**config.mk**
```make
export PLATFORM = sky130hd
export DESIGN_NAME = eqrs_regs
export DESIGN_NICKNAME = d
export VERILOG_FILES = /design/src/rtl/core/eqrs_pkg.sv /design/src/rtl/core/eqrs_regs.sv
export SDC_FILE = /design/constraint.sdc
export NUM_CORES = 1
export LEC_CHECK = 0
export BUFFER_PORTS_ARGS = -buffer_cell sky130_fd_sc_hd__buf_2
export CORE_ASPECT_RATIO = 1.2
export CORE_MARGIN = 8
export CORE_UTILIZATION = 45
export CTS_CLUSTER_SIZE = 24
export DETAILED_ROUTE_END_ITERATION = 7
export GPL_ROUTABILITY_DRIVEN = 0
export HOLD_SLACK_MARGIN = 0.1
export PLACE_DENSITY = 0.76
export SYNTH_ARGS = -nofsm -noshare
export SYNTH_HDL_FRONTEND = slang
export SYNTH_SLANG_ARGS = --single-unit
```
**constraint.sdc**
```tcl
create_clock -name clk -period 3.5 [get_ports clk]
set_input_delay 0.875 -clock clk [delete_from_list [all_inputs] [get_ports clk]]
set_output_delay 0.875 -clock clk [all_outputs]
set_load 0.01 [all_outputs]
```
**src/rtl/core/eqrs_pkg.sv**
```systemverilog
// Package: shared types, constants and register map for the QRS beat-rate detector.
`default_nettype none
package eqrs_pkg;
  localparam int WindowDepth = 32;
  localparam int RateDepth = 8;
  localparam int WinIdxW = $clog2(WindowDepth);
  localparam int RateIdxW = $clog2(RateDepth);
  localparam logic [8:0] BaselineWeight = 9'd328;
  localparam logic [15:0] BpmNumerator = 16'd60000;
  localparam int AddrW = 6;

  localparam logic [AddrW-1:0] RegLpAlpha = 6'h00;
  localparam logic [AddrW-1:0] RegThreshold = 6'h08;
  localparam logic [AddrW-1:0] RegRefractory = 6'h10;
  localparam logic [AddrW-1:0] RegMinInterval = 6'h18;
  localparam logic [AddrW-1:0] RegMaxInterval = 6'h20;

  typedef struct packed {
    logic lead_off_plus;
    logic lead_off_minus;
    logic signed [15:0] raw_sample;
    logic [31:0] time_ms;
  } in_item_t;

  typedef struct packed {
    logic signed [16:0] filtered_value;
    logic [33:0] integrated_energy;
    logic [9:0] average_bpm;
    logic beat_active;
    logic leads_detached;
  } out_item_t;

  typedef struct packed {
    logic [15:0] lp_alpha;
    logic [33:0] beat_threshold;
    logic [15:0] refractory_ms;
    logic [10:0] min_interval_ms;
    logic [15:0] max_interval_ms;
  } cfg_t;

  typedef struct packed {
    logic load;
    logic detach;
    logic lp_mul;
    logic lp_add;
    logic bl_mul;
    logic bl_add;
    logic slope;
    logic square;
    logic win_read;
    logic win_update;
    logic decide;
    logic div_start;
    logic div_step;
    logic rate_read;
    logic rate_update;
    logic mean;
    logic publish;
  } cmd_t;

  typedef struct packed {
    logic detached;
    logic rate_wanted;
    logic div_done;
  } sts_t;
endpackage
`default_nettype wire

```
**src/rtl/core/eqrs_regs.sv**
```systemverilog
// Configuration registers behind the APB-style port.
`default_nettype none
module eqrs_regs
  import eqrs_pkg::*;
(
  input  wire logic             clk,
  input  wire logic             rst,
  input  wire logic             psel,
  input  wire logic             penable,
  input  wire logic             pwrite,
  input  wire logic [AddrW-1:0] paddr,
  input  wire logic [63:0]      pwdata,
  output logic [63:0]           prdata,
  output cfg_t                  cfg
);
  always_ff @(posedge clk) begin
    if (rst) begin
      cfg.lp_alpha <= 16'd16384;
      cfg.beat_threshold <= 34'd1000;
      cfg.refractory_ms <= 16'd400;
      cfg.min_interval_ms <= 11'd200;
      cfg.max_interval_ms <= 16'd2000;
    end else if (psel && penable && pwrite) begin
      unique case (paddr)
        RegLpAlpha: cfg.lp_alpha <= pwdata[15:0];
        RegThreshold: cfg.beat_threshold <= pwdata[33:0];
        RegRefractory: cfg.refractory_ms <= pwdata[15:0];
        RegMinInterval: cfg.min_interval_ms <= pwdata[10:0];
        RegMaxInterval: cfg.max_interval_ms <= pwdata[15:0];
        default: ;
      endcase
    end
  end

  always_comb begin
    unique case (paddr)
      RegLpAlpha: prdata = 64'(cfg.lp_alpha);
      RegThreshold: prdata = 64'(cfg.beat_threshold);
      RegRefractory: prdata = 64'(cfg.refractory_ms);
      RegMinInterval: prdata = 64'(cfg.min_interval_ms);
      RegMaxInterval: prdata = 64'(cfg.max_interval_ms);
      default: prdata = '0;
    endcase
  end
endmodule
`default_nettype wire

```
==> results.yml <==
sta:
  fmax_mhz: 320
  fin_worst_skew_ns: 0
  worst_slew_pin_slew_ns: 0.834
  rsz0062_at_grt: "false"
  hold_viol: 0
  fin_tns_setup_ns: 0
  fin_ws_ns: 0.379
  fin_crit_sh_pct: 89.2
  slew_violations: 0
  setup_viol_count_final: 0
  maxSlewHeadroom_pct: 44.3
  post-route-min-period_ns: 3.12
floorplan:
  start_util_pct: 45.5
  row_count: 41
  die_h_um: 128
  design.core.area_sq_um: 10400
  dieArea_sq_um: 14000
  die_w_um: 109
  io_pins: 232
power_and_ir_drop:
  leakage_nw: 2.99
  power_density_nw_per_um2: 363
  ir_drop_mv: 0.232
  power.total_mw: 2.14
yosys:
  postSynthAreaPerCell_sq_um: 9.75
  synth_area_leaders: "dfxtp_1 (39%), mux2i_1 (23%), nand2b_1 (14%)"
  synth_top_area_share_pct: 39.4
  synth_seq_area_share_pct: 39.4
  ys_types: 24
  yosysTopAreaCell: "dfxtp_1"
  syn_inst: 484
  yosys_register_bits: 93
  netlist_area_sq_um: 4720
  yosysWarnings: 0
finish:
  largest_register_ffs: 93
  fill_cells: 939
  drive_above_1_share_pct: 32.3
  nets: 719
  regArea_sq_um: 1860
  antenna_cells_inserted: 0
  stdcell_count: 777
  largest_register: "cfg"
  area_growth_syn_to_layout_pct: 25.1
  multi_input_area_sq_um: 2580
  largestRegisters: "cfg x93"
placed_design:
  port_buffers: 171
  hpwl_mm: 9.96
  dp_slack_ns: 0.366
  dpl.cell_count: 762
routing:
  initialDrtViolationCount: 138
  routedWlPerCell_um: 17.5
  vias_per_cell: 5.06
  drt_pass1_iterations: 4
  route.detailed.drc: 0
  detail-route-antenna-nets: 0
  vias: 3934
  totalWireLength_mm: 13.6
cts:
  cts.sinks: 93
  cts_resized: 0
  worstSkewPairLatency_ns: 0.34
  htreeDepth: 3
  cts_tree: "done"
  numCtsBuffers: 9
  cts_buffer_depth: 2
  clk_pin_slew_worst_paths_ns: 0.06
  ctsHoldBuffers: 0
  cts-root-buf: "clkbuf_16"
  postCtsSetupBuffers: 0
critical_path:
  cp_slowest_stage_delay_ns: 0.54
  cp.required_ns: 2.62
  crit_chain: "buf_2 -> or4_4 -> nor3_2 -> buf_4 -> a221o_1 -> buf_2"
  end_kind: "primary output"
  crit_top_cell: "buf_2"
  criticalPathCategory: "in -> out"
  slowest_stage: "or4_4"
  critPathMaxFanout: 23
  crit_path_start_kind: "input port"
  worstPathArrival_ns: 2.25
global_route:
  grt_pass1_vias: 3954
  antenna_found_initial: 0
  grt-ovfl-total: 0
  grt.total_usage_pct: 18.6
  grt_first_pass_wirelength_mm: 20.5
  grt_max_degree: 76
run_status:
  status: "completed"
job:
  max-cap-violations: 0
hold_path:
  min-delay-path-class: "reg -> reg"
-- worst paths after layout --
| kind | from | to | slack [ns] | cells after the start |
|---|---|---|---|---|
| worst max-delay path | paddr[1] | prdata[14] | 0.38 | 6 |
| worst min-delay path | cfg[76] | cfg[76] | 0.48 | 2 |
| worst max register to register | cfg[19] | cfg[19] | 2.81 | 2 |
| worst min register to register | cfg[76] | cfg[76] | 0.48 | 2 |
-- report_power, final --
| group | internal [mW] | switching, mW |
|---|---|---|
| registers | 1.06 | 0.000998 |
| clock network | 0.517 | 0.406 |
| logic | 0.0676 | 0.0931 |
-- metal layers --
layer  part of all wire (%)  GRT usage (%)  vias to the layer above
met5                      0              0                        -
met4                    1.5           7.01                        0
met3                    9.8           5.23                       18
met2                     48           31.6                      165
met1                     41           21.4                     1846
li1                       -              -                     1905
-- cells by family (layout without fill, tap and decap cells) --
logic type	Yosys count	count (layout)	synth area share, %
and+or+nand+nor	186	186	23.3
DFF	93	93	39.4
buffers and inverters	69	204	8.62
other	1	30	0.0795
muxes	109	109	23.4
AOI/OAI and AO/OA	26	26	5.22
-- layout make-up --
type                    count  area share [%]
multi-input cells         351            43.7
clock inverters             3           0.360
well taps                 129            2.73
repair buffers            188            17.3
flip-flops and latches     93            31.5
inverters                   1          0.0636
clock buffers              12            4.35
-- cells in the mapped netlist --
master and count:
nand2b_1 108, clkbuf_1 27, buf_2 1, and3_1 12, buf_1 4, conb_1 1
mux2i_1 108, nor2b_1 1, or4_4 2, nor4b_1 1, nor2_1 29, nor4_2 1
inv_1 1, nor3_1 6, nor4_1 2, buf_6 3, nand3_1 4, a221o_1 15
a22o_1 1, buf_4 33, o2bb2ai_1 10, dfxtp_1 93, mux4_2 1, and2_1 20
-- metrics by stage --
stage / area [sq um] / util, % / hold WS, ns
floorplan: 4830 / - / 0.500
global placement: 5630 / 54.3 / 0.465
detailed placement: 5630 / 54.3 / 0.478
CTS: 5900 / 57.0 / 0.486
global route: 5900 / 57.0 / 0.495
finish: 5900 / 57.0 / 0.479
-- critical path, delay by kind of cell --
family          cells  cell delay (ns)
simple gates        2             0.66
buf+inv             3             0.53
compound gates      1             0.19
-- placed cells by master (no fill, tap or decap), drive strengths merged, types with 4 or more instances in the layout --
master   instances
nor2            29
and2            20
a221o           15
and3            12
buf            188
conb            30
dfxtp           93
clkbuf          12
o2bb2ai         10
nor3             6
nand3            4
mux2i          108
nand2b         108
Power figures use the tool's default switching activity.
