===== src/rtl/core/eqrs_pkg.sv =====
// Package: shared types, constants and register map for the QRS beat-rate detector.
`default_nettype none
package eqrs_pkg;
  localparam int WindowDepth = 32;
  localparam int RateDepth = 8;
  localparam int WinIdxW = $clog2(WindowDepth);
  localparam int RateIdxW = $clog2(RateDepth);
  localparam logic [8:0] BaselineWeight = 9'd328;
  localparam logic [15:0] BpmNumerator = 16'd60000;
  localparam int AddrW = 6;

  localparam logic [AddrW-1:0] RegLpAlpha = 6'h00;
  localparam logic [AddrW-1:0] RegThreshold = 6'h08;
  localparam logic [AddrW-1:0] RegRefractory = 6'h10;
  localparam logic [AddrW-1:0] RegMinInterval = 6'h18;
  localparam logic [AddrW-1:0] RegMaxInterval = 6'h20;

  typedef struct packed {
    logic lead_off_plus;
    logic lead_off_minus;
    logic signed [15:0] raw_sample;
    logic [31:0] time_ms;
  } in_item_t;

  typedef struct packed {
    logic signed [16:0] filtered_value;
    logic [33:0] integrated_energy;
    logic [9:0] average_bpm;
    logic beat_active;
    logic leads_detached;
  } out_item_t;

  typedef struct packed {
    logic [15:0] lp_alpha;
    logic [33:0] beat_threshold;
    logic [15:0] refractory_ms;
    logic [10:0] min_interval_ms;
    logic [15:0] max_interval_ms;
  } cfg_t;

  typedef struct packed {
    logic load;
    logic detach;
    logic lp_mul;
    logic lp_add;
    logic bl_mul;
    logic bl_add;
    logic slope;
    logic square;
    logic win_read;
    logic win_update;
    logic decide;
    logic div_start;
    logic div_step;
    logic rate_read;
    logic rate_update;
    logic mean;
    logic publish;
  } cmd_t;

  typedef struct packed {
    logic detached;
    logic rate_wanted;
    logic div_done;
  } sts_t;
endpackage
`default_nettype wire


===== src/rtl/core/eqrs_ctrl.sv =====
// Controller: sequences one sample through the datapath.
`default_nettype none
module eqrs_ctrl
  import eqrs_pkg::*;
(
  input  wire logic clk,
  input  wire logic rst,
  input  wire logic in_fire,
  input  wire logic out_free,
  input  sts_t      sts,
  output logic      busy,
  output cmd_t      cmd
);
  typedef enum logic [14:0] {
    S_IDLE  = 15'b000000000000001,
    S_LPM   = 15'b000000000000010,
    S_LPA   = 15'b000000000000100,
    S_BLM   = 15'b000000000001000,
    S_BLA   = 15'b000000000010000,
    S_SLOPE = 15'b000000000100000,
    S_SQ    = 15'b000000001000000,
    S_WRD   = 15'b000000010000000,
    S_WUP   = 15'b000000100000000,
    S_DEC   = 15'b000001000000000,
    S_DIV   = 15'b000010000000000,
    S_RRD   = 15'b000100000000000,
    S_RUP   = 15'b001000000000000,
    S_MEAN  = 15'b010000000000000,
    S_PUB   = 15'b100000000000000
  } state_t;

  state_t state, state_next;

  always_ff @(posedge clk) begin
    if (rst) begin
      state <= S_IDLE;
    end else begin
      state <= state_next;
    end
  end

  always_comb begin
    state_next = state;
    cmd = '0;
    busy = 1'b1;
    unique case (state)
      S_IDLE: begin
        busy = 1'b0;
        if (in_fire) begin
          cmd.load = 1'b1;
          state_next = S_LPM;
        end
      end
      S_LPM: begin
        if (sts.detached) begin
          cmd.detach = 1'b1;
          state_next = S_PUB;
        end else begin
          cmd.lp_mul = 1'b1;
          state_next = S_LPA;
        end
      end
      S_LPA: begin cmd.lp_add = 1'b1; state_next = S_BLM; end
      S_BLM: begin cmd.bl_mul = 1'b1; state_next = S_BLA; end
      S_BLA: begin cmd.bl_add = 1'b1; state_next = S_SLOPE; end
      S_SLOPE: begin cmd.slope = 1'b1; state_next = S_SQ; end
      S_SQ: begin cmd.square = 1'b1; cmd.win_read = 1'b1; state_next = S_WRD; end
      S_WRD: begin cmd.win_update = 1'b1; state_next = S_WUP; end
      S_WUP: begin cmd.decide = 1'b1; state_next = S_DEC; end
      S_DEC: begin
        if (sts.rate_wanted) begin
          cmd.div_start = 1'b1;
          state_next = S_DIV;
        end else begin
          state_next = S_PUB;
        end
      end
      S_DIV: begin
        if (sts.div_done) begin
          cmd.rate_read = 1'b1;
          state_next = S_RRD;
        end else begin
          cmd.div_step = 1'b1;
        end
      end
      S_RRD: begin cmd.rate_update = 1'b1; state_next = S_RUP; end
      S_RUP: begin cmd.mean = 1'b1; state_next = S_MEAN; end
      S_MEAN: state_next = S_PUB;
      S_PUB: begin
        if (out_free) begin
          cmd.publish = 1'b1;
          state_next = S_IDLE;
        end
      end
      default: state_next = S_IDLE;
    endcase
  end
endmodule
`default_nettype wire


===== config.mk =====
export PLATFORM = sky130hd
export DESIGN_NAME = eqrs_ctrl
export DESIGN_NICKNAME = d
export VERILOG_FILES = /design/src/rtl/core/eqrs_pkg.sv /design/src/rtl/core/eqrs_ctrl.sv
export SDC_FILE = /design/constraint.sdc
export NUM_CORES = 1
export LEC_CHECK = 0
export BUFFER_PORTS_ARGS = -buffer_cell sky130_fd_sc_hd__buf_2
export CAP_MARGIN = 0
export CORE_ASPECT_RATIO = 1.1
export CORE_MARGIN = 4
export CORE_UTILIZATION = 39
export DETAILED_ROUTE_END_ITERATION = 6
export HOLD_SLACK_MARGIN = 0.1
export PLACE_DENSITY = 0.6
export SKIP_CTS_REPAIR_TIMING = 1
export SLEW_MARGIN = 15
export SYNTH_ARGS = -nofsm -noshare
export SYNTH_HDL_FRONTEND = slang
export SYNTH_SLANG_ARGS = --single-unit

===== constraint.sdc =====
create_clock -name clk -period 1.6 [get_ports clk]
set_clock_uncertainty 0.1 [all_clocks]
set_input_delay 0.32 -clock clk [delete_from_list [all_inputs] [get_ports clk]]
set_output_delay 0.32 -clock clk [all_outputs]
set_load 0.01 [all_outputs]

==> results.ini, run 1 <==
[setup_path]
worstSetupPathType=flip-flop to output port
crit_path_start=state[9]
reg2reg_to=state[14]
rr_startpoint=state[9]
path_max_fanout=6
arrival_ns=1.69
startpoint_type=flip-flop
r2r_cells=5
cp-end-kind=output port
timing.reg2reg.setup_slack_ns=-0.20
worstPathRequired_ns=1.18

[grt]
antenna_found_initial=0
top_usage_layer=met2
grt_pass1_wl_um=4660
grt_pass1_vias=1038
grt_use_met3_pct=2.34
grt-ovfl-total=0
grt_max_degree=9
grt_use_total_pct=17.4
gr-usage-met1_pct=20.5
met2_usage_pct=32.6

[yosys]
synth-compound-area-share_pct=12.0
seq_area_frac_synth_pct=30.7
avgSynthCellArea_sq_um=9.24
synth_cells=106
synth_edf_count=0
yosysWarningCount=0
synth_mux_area_share_pct=0
synthAdderAreaFrac_pct=0
netlist-cell-type-count=40
synth_ff_type=dfxtp_1
synth-xor-area-share_pct=3.58
synth_top_family_by_area=simple AND/OR/NAND/NOR gates
ys_ff_latch=15
synth_area_sq_um=980
syn-num-nets=113
synth-async-reset-ratio_pct=0
synthSimpleGateAreaFrac_pct=49.0

[drt]
wirelength_um=3030
drt.antenna.violating_nets=0
drt_iter0_markers=35
wire_per_inst_um=14.7
vias_per_cell=5.31
drc=0
drt_first_pass_iters=5
num_vias=1094

[sta]
finalSetupTns_ns=-9.82
finalCritPeriodShare_pct=132
relSlewSlack_pct=74.0
slew_violations=0
setup_viol=32
fmax_mhz=473
hold_viol=0
rsz0062_at_grt=yes
fin_ws_ns=-0.514
min_period_ns=2.11
tightest_slew_ns=0.387

[floorplanning]
fp.dieArea_sq_mm=0.00338
num_rows=18
core-area_sq_mm=0.00232
start_util_pct=42.2
io_pins=25
die_w_um=55.8
die_height_um=60.6

[placed_design]
place_ws_ns=-0.229
hpwl_um=2330
dp_cells=195
portBuffers=24
place_congestion=0.810

[clock_tree]
clk-insertion-delay-late_ns=0.28
cts_tree=yes
clkTransAtPathRegs_ns=0.09
cts_max_path_buffers=2
cts_root_buffer=clkbuf_4
cts_sinks=15
cts_inserted_buffers=3
h-tree-depth=1

[finish]
diodes=0
drive_above_1_share_pct=67.0
syn_to_final_growth_pct=72.8
seq_area_sq_um=307
largest_reg_flops=15
nets=184
fill_cells=172
largestRegisters=state: 15 flops
finalNonFillerCells=206
top_register=state
multiInputGateArea_sq_um=787

[power_and_ir_drop]
ir_drop_uv=500
p_comb_share_pct=28.6
switchingPower_mw=0.237
power.internal_mw=0.604
p_clk_share_pct=25.7
power_density_mw_per_mm2=497
seqPwrFrac_pct=45.7
p_leak_nw=0.788
switching_share_pct=28.2

[flow_run]
max_cap_viol_count=0

[status]
outcome=complete, but fails checks
violations=setup timing

[worst_hold_path]
hold_depth=2
min-delay-start=sts[2]
hold_path.class=primary input to flip-flop
worstHoldEndpoint=state[2]

through the flow:
step                      power (mW)  utilization [%]  cell area [sq um]  hold WS, ns
after floorplan                0.489                -               1040        0.297
after global placement         0.576             63.1               1460        0.416
after detailed placement       0.581             63.1               1460        0.423
after CTS                      0.790             64.2               1490        0.129
after global routing           0.885             73.0               1690        0.117
final                          0.841             73.0               1690        0.123
synth_stat cells, types with 2 or more instances:
master | n | area, sq um
nand2_1 | 7 | 26.3
nand4_1 | 3 | 18.8
nor4b_1 | 2 | 17.5
nor4_4 | 3 | 63.8
nor4b_2 | 2 | 30.0
a21oi_1 | 2 | 10.0
buf_2 | 3 | 15.0
nor3b_2 | 2 | 25.0
inv_1 | 5 | 18.8
o21ai_0 | 3 | 15.0
dfxtp_1 | 15 | 300
nor4_1 | 3 | 18.8
nor2_1 | 8 | 30.0
and4b_1 | 2 | 20.0
xor2_1 | 4 | 35.0
nor3b_1 | 2 | 15.0
and3_1 | 10 | 62.6
nor3_1 | 6 | 30.0
nor2b_1 | 3 | 18.8
power groups by stage:
stage / registers, mW / clock network [mW] / logic (mW)
after floorplan: 0.395 / 0 / 0.0942
after global placement: 0.394 / 0 / 0.182
after detailed placement: 0.394 / 0 / 0.187
after CTS: 0.385 / 0.218 / 0.188
after global routing: 0.386 / 0.242 / 0.257
final: 0.385 / 0.217 / 0.240
critical path, stage by stage, from the launching register on:
cell and delay [ns]:
dfxtp_2 0.34, nor4_4 0.42, nand4_1 0.23, nor3b_2 0.25, buf_2 0.17
worst max-delay path by stage:
stage,to,slack (ns),depth (start not counted)
after floorplan,cmd[9],-0.27,4
final,cmd[8],-0.51,4
after global routing,cmd[9],-0.62,4
after global placement,cmd[13],-0.18,5
after CTS,cmd[13],-0.54,5
after detailed placement,cmd[13],-0.23,5
layout make-up:
type	count	share of cell area, %
timing repair buffer	71	30.5
sequential	15	18.1
tap	30	2.22
multi-input combinational	81	46.5
clock buffer	4	1.55
inverter	5	1.11
metal layers:
metal  wire length, um  vias to the layer above
met3               114                        4
met2              1620                       24
met4                35                        0
met5                 0                        -
met1              1270                      526
li1                  -                      540
cells by family after synthesis:
logic type / count (synthesis)
flip-flops: 15
AO/OA/AOI/OAI: 14
XOR/XNOR: 4
AND/OR/NAND/NOR: 63
buffers and inverters: 10
placed cells by master, fill, tap and decap left out, drive strengths merged:
cell	synthesis	final
a211oi	1	1
a21oi	2	2
a31oi	1	1
and3	11	11
and4b	2	2
and4bb	1	1
buf	4	71
clkbuf	1	4
dfxtp	15	15
inv	5	5
nand2	8	8
nand3	1	1
nand3b	1	1
nand4	4	4
nor2	8	8
nor2b	3	3
nor3	7	7
nor3b	4	4
nor4	7	7
nor4b	5	5
o211ai	2	2
o21a	1	1
o21ai	3	3
o21ba	1	1
o221ai	1	1
o2bb2ai	1	1
o41ai	1	1
or3	1	1
xor2	4	4
Note: power is estimated with default switching activity, not from simulation.
==> run 2, diff against run 1 <==
--- a/config.mk
+++ b/config.mk
@@ -12,7 +12,7 @@
 export CORE_UTILIZATION = 39
 export DETAILED_ROUTE_END_ITERATION = 6
 export HOLD_SLACK_MARGIN = 0.1
-export PLACE_DENSITY = 0.6
+export PLACE_DENSITY = 0.7
 export SKIP_CTS_REPAIR_TIMING = 1
 export SLEW_MARGIN = 15
 export SYNTH_ARGS = -nofsm -noshare
==> results.ini, run 2 (same netlist as run 1, synthesis figures left out) <==
[finish]
finalNonFillerCells=204  ; -0.97%
diodes=0  ; unchanged
nets=182  ; -1.1%
final_cell_mix=39 x buf_4, 18 x buf_2, 12 x buf_6
syn_to_final_growth_pct=72.9  ; about the same
largestRegisters=state: 15 flops
drive_above_1_share_pct=68.4  ; +1.3 points
largest_reg_flops=15  ; unchanged
top_register=state
layout_commonest_cell=buf_4

[grt]
grt_use_total_pct=16.4  ; -0.97 points
grt_pass1_wl_um=4350  ; -6.7%
grt-ovfl-total=0  ; unchanged
antenna_found_initial=0  ; unchanged
grt_pass1_vias=1019  ; -1.8%
grt_max_degree=10  ; +1

[clock_tree]
clk-insertion-delay-late_ns=0.30  ; +0.02 ns
clkTransAtPathRegs_ns=0.11  ; +0.02 ns
cts_tree=yes
cts_root_buffer=clkbuf_4
cts_inserted_buffers=3  ; unchanged
cts_max_path_buffers=2  ; unchanged
h-tree-depth=1  ; unchanged
cts_sinks=15  ; unchanged

[setup_path]
cp.depth=4  ; unchanged
path_max_fanout=6  ; unchanged
reg2reg_to=state[11]
cp_top_family=simple AND/OR/NAND/NOR gates
worst-path-buf-inv=1  ; unchanged
max_stage_delay_ns=0.38  ; -0.04 ns
arrival_ns=1.69  ; about the same
startpoint_type=flip-flop
r2r_cells=7  ; +2
worstSetupPathType=flip-flop to output port
cp-end-kind=output port
timing.reg2reg.setup_slack_ns=-0.26  ; -0.06 ns
crit_path_start=state[14]
cp-endpoint=cmd[6]
worstPathRequired_ns=1.18  ; about the same
crit_chain=nor4_4, and3_4, and4b_1, buf_2
crit_path_top_delay_cell=nor4_4
rr_startpoint=state[9]

[sta]
relSlewSlack_pct=73.2  ; -0.80 points
min_period_ns=2.11  ; -0.00462 ns
rsz0062_at_grt=yes
setup_viol=32  ; unchanged
hold_viol=0  ; unchanged
fin_ws_ns=-0.509  ; +0.00462 ns
slew_violations=0  ; unchanged
whs_ns=0.0933  ; -0.0295 ns
tightest_slew_ns=0.399  ; +0.0112 ns
finalCritPeriodShare_pct=132  ; -0.29 points
fmax_mhz=474  ; +0.22%

[power_and_ir_drop]
power_density_mw_per_mm2=508  ; +2.2%
seqPwrFrac_pct=44.8  ; -0.9 points
power.internal_mw=0.599  ; -0.90%
p_comb_share_pct=27.6  ; -1.0 points
total_power_mw=0.860  ; +2.2%
p_clk_share_pct=27.7  ; +2.0 points
ir_drop_uv=473  ; -5.4%
switchingPower_mw=0.262  ; +10%
p_leak_nw=0.789  ; +0.18%
switching_share_pct=30.4  ; +2.2 points

[floorplanning]
die_height_um=60.6  ; unchanged
core-area_sq_mm=0.00232  ; unchanged
num_rows=18  ; unchanged
fp.dieArea_sq_mm=0.00338  ; unchanged
die_w_um=55.8  ; unchanged
io_pins=25  ; unchanged
start_util_pct=42.2  ; unchanged

[drt]
drt_first_pass_iters=4  ; -1
wirelength_um=3220  ; +6.1%
wire_per_inst_um=15.8  ; +7.1%
vias_per_cell=5.50  ; +3.5%
drc=0  ; unchanged
drt.antenna.violating_nets=0  ; unchanged
drt_iter0_markers=22  ; -37%
num_vias=1121  ; +2.5%

[placed_design]
portBuffers=24  ; unchanged
place_congestion=0.844  ; +4.2%
dp_cells=192  ; -1.5%
hpwl_um=2190  ; -6.1%

[worst_hold_path]
hold_path.class=primary input to flip-flop
min-delay-start=sts[2]

[status]
violations=setup timing
outcome=complete, but fails checks

[flow_run]
max_cap_viol_count=0  ; unchanged

## run 2: cell count changes in the layout (fill, tap and decap cells not counted), sizes merged
| cell | before | now |
|---|---|---|
| clkbuf | 4 | 3 |
| clkinv | 0 | 1 |
| buf | 71 | 69 |
## run 2: metrics by stage
stage	utilization [%]	instance area [sq um]	setup TNS, ns	setup slack, ns
floorplan	-	1040	-1.37	-0.273
global placement	62.1	1440	-3.52	-0.187
detailed placement	62.1	1440	-4.04	-0.213
CTS	63.3	1470	-10.46	-0.557
global route	73.0	1690	-12.15	-0.577
finish	73.0	1690	-10.37	-0.509
## run 2: power by group through the flow
stage	clock network, mW	registers [mW]	logic [mW]
final	0.238	0.385	0.237
after global routing	0.262	0.386	0.251
after CTS	0.233	0.386	0.185
after detailed placement	0	0.394	0.184
after global placement	0	0.394	0.181
after floorplan	0	0.395	0.0942
## run 2: worst min-delay path by stage
stage,to,slack [ns],cells past startpoint
after floorplan,state[1],0.30,1
final,state[2],0.09,2
after CTS,state[2],0.11,2
after global placement,state[2],0.41,2
after detailed placement,state[2],0.42,2
after global routing,state[2],0.11,2
## run 2: layer usage
layer	part of all wire (%)	track usage (%)	up-vias
li1	-	-	535
met1	40	18.1	553
met2	55	31.6	27
met3	4.4	2.98	6
met4	1.5	6.60	0
met5	0	0	-
## run 2: area by class of cell
| type | instances | area (sq um) |
|---|---|---|
| clock buffers | 3 | 22.5 |
| inverters | 5 | 18.8 |
| well taps | 30 | 37.5 |
| multi-input cells | 81 | 782 |
| clock inverters | 1 | 5.00 |
| flip-flops and latches | 15 | 310 |
| repair buffers | 69 | 518 |
| fillers | 169 | 626 |
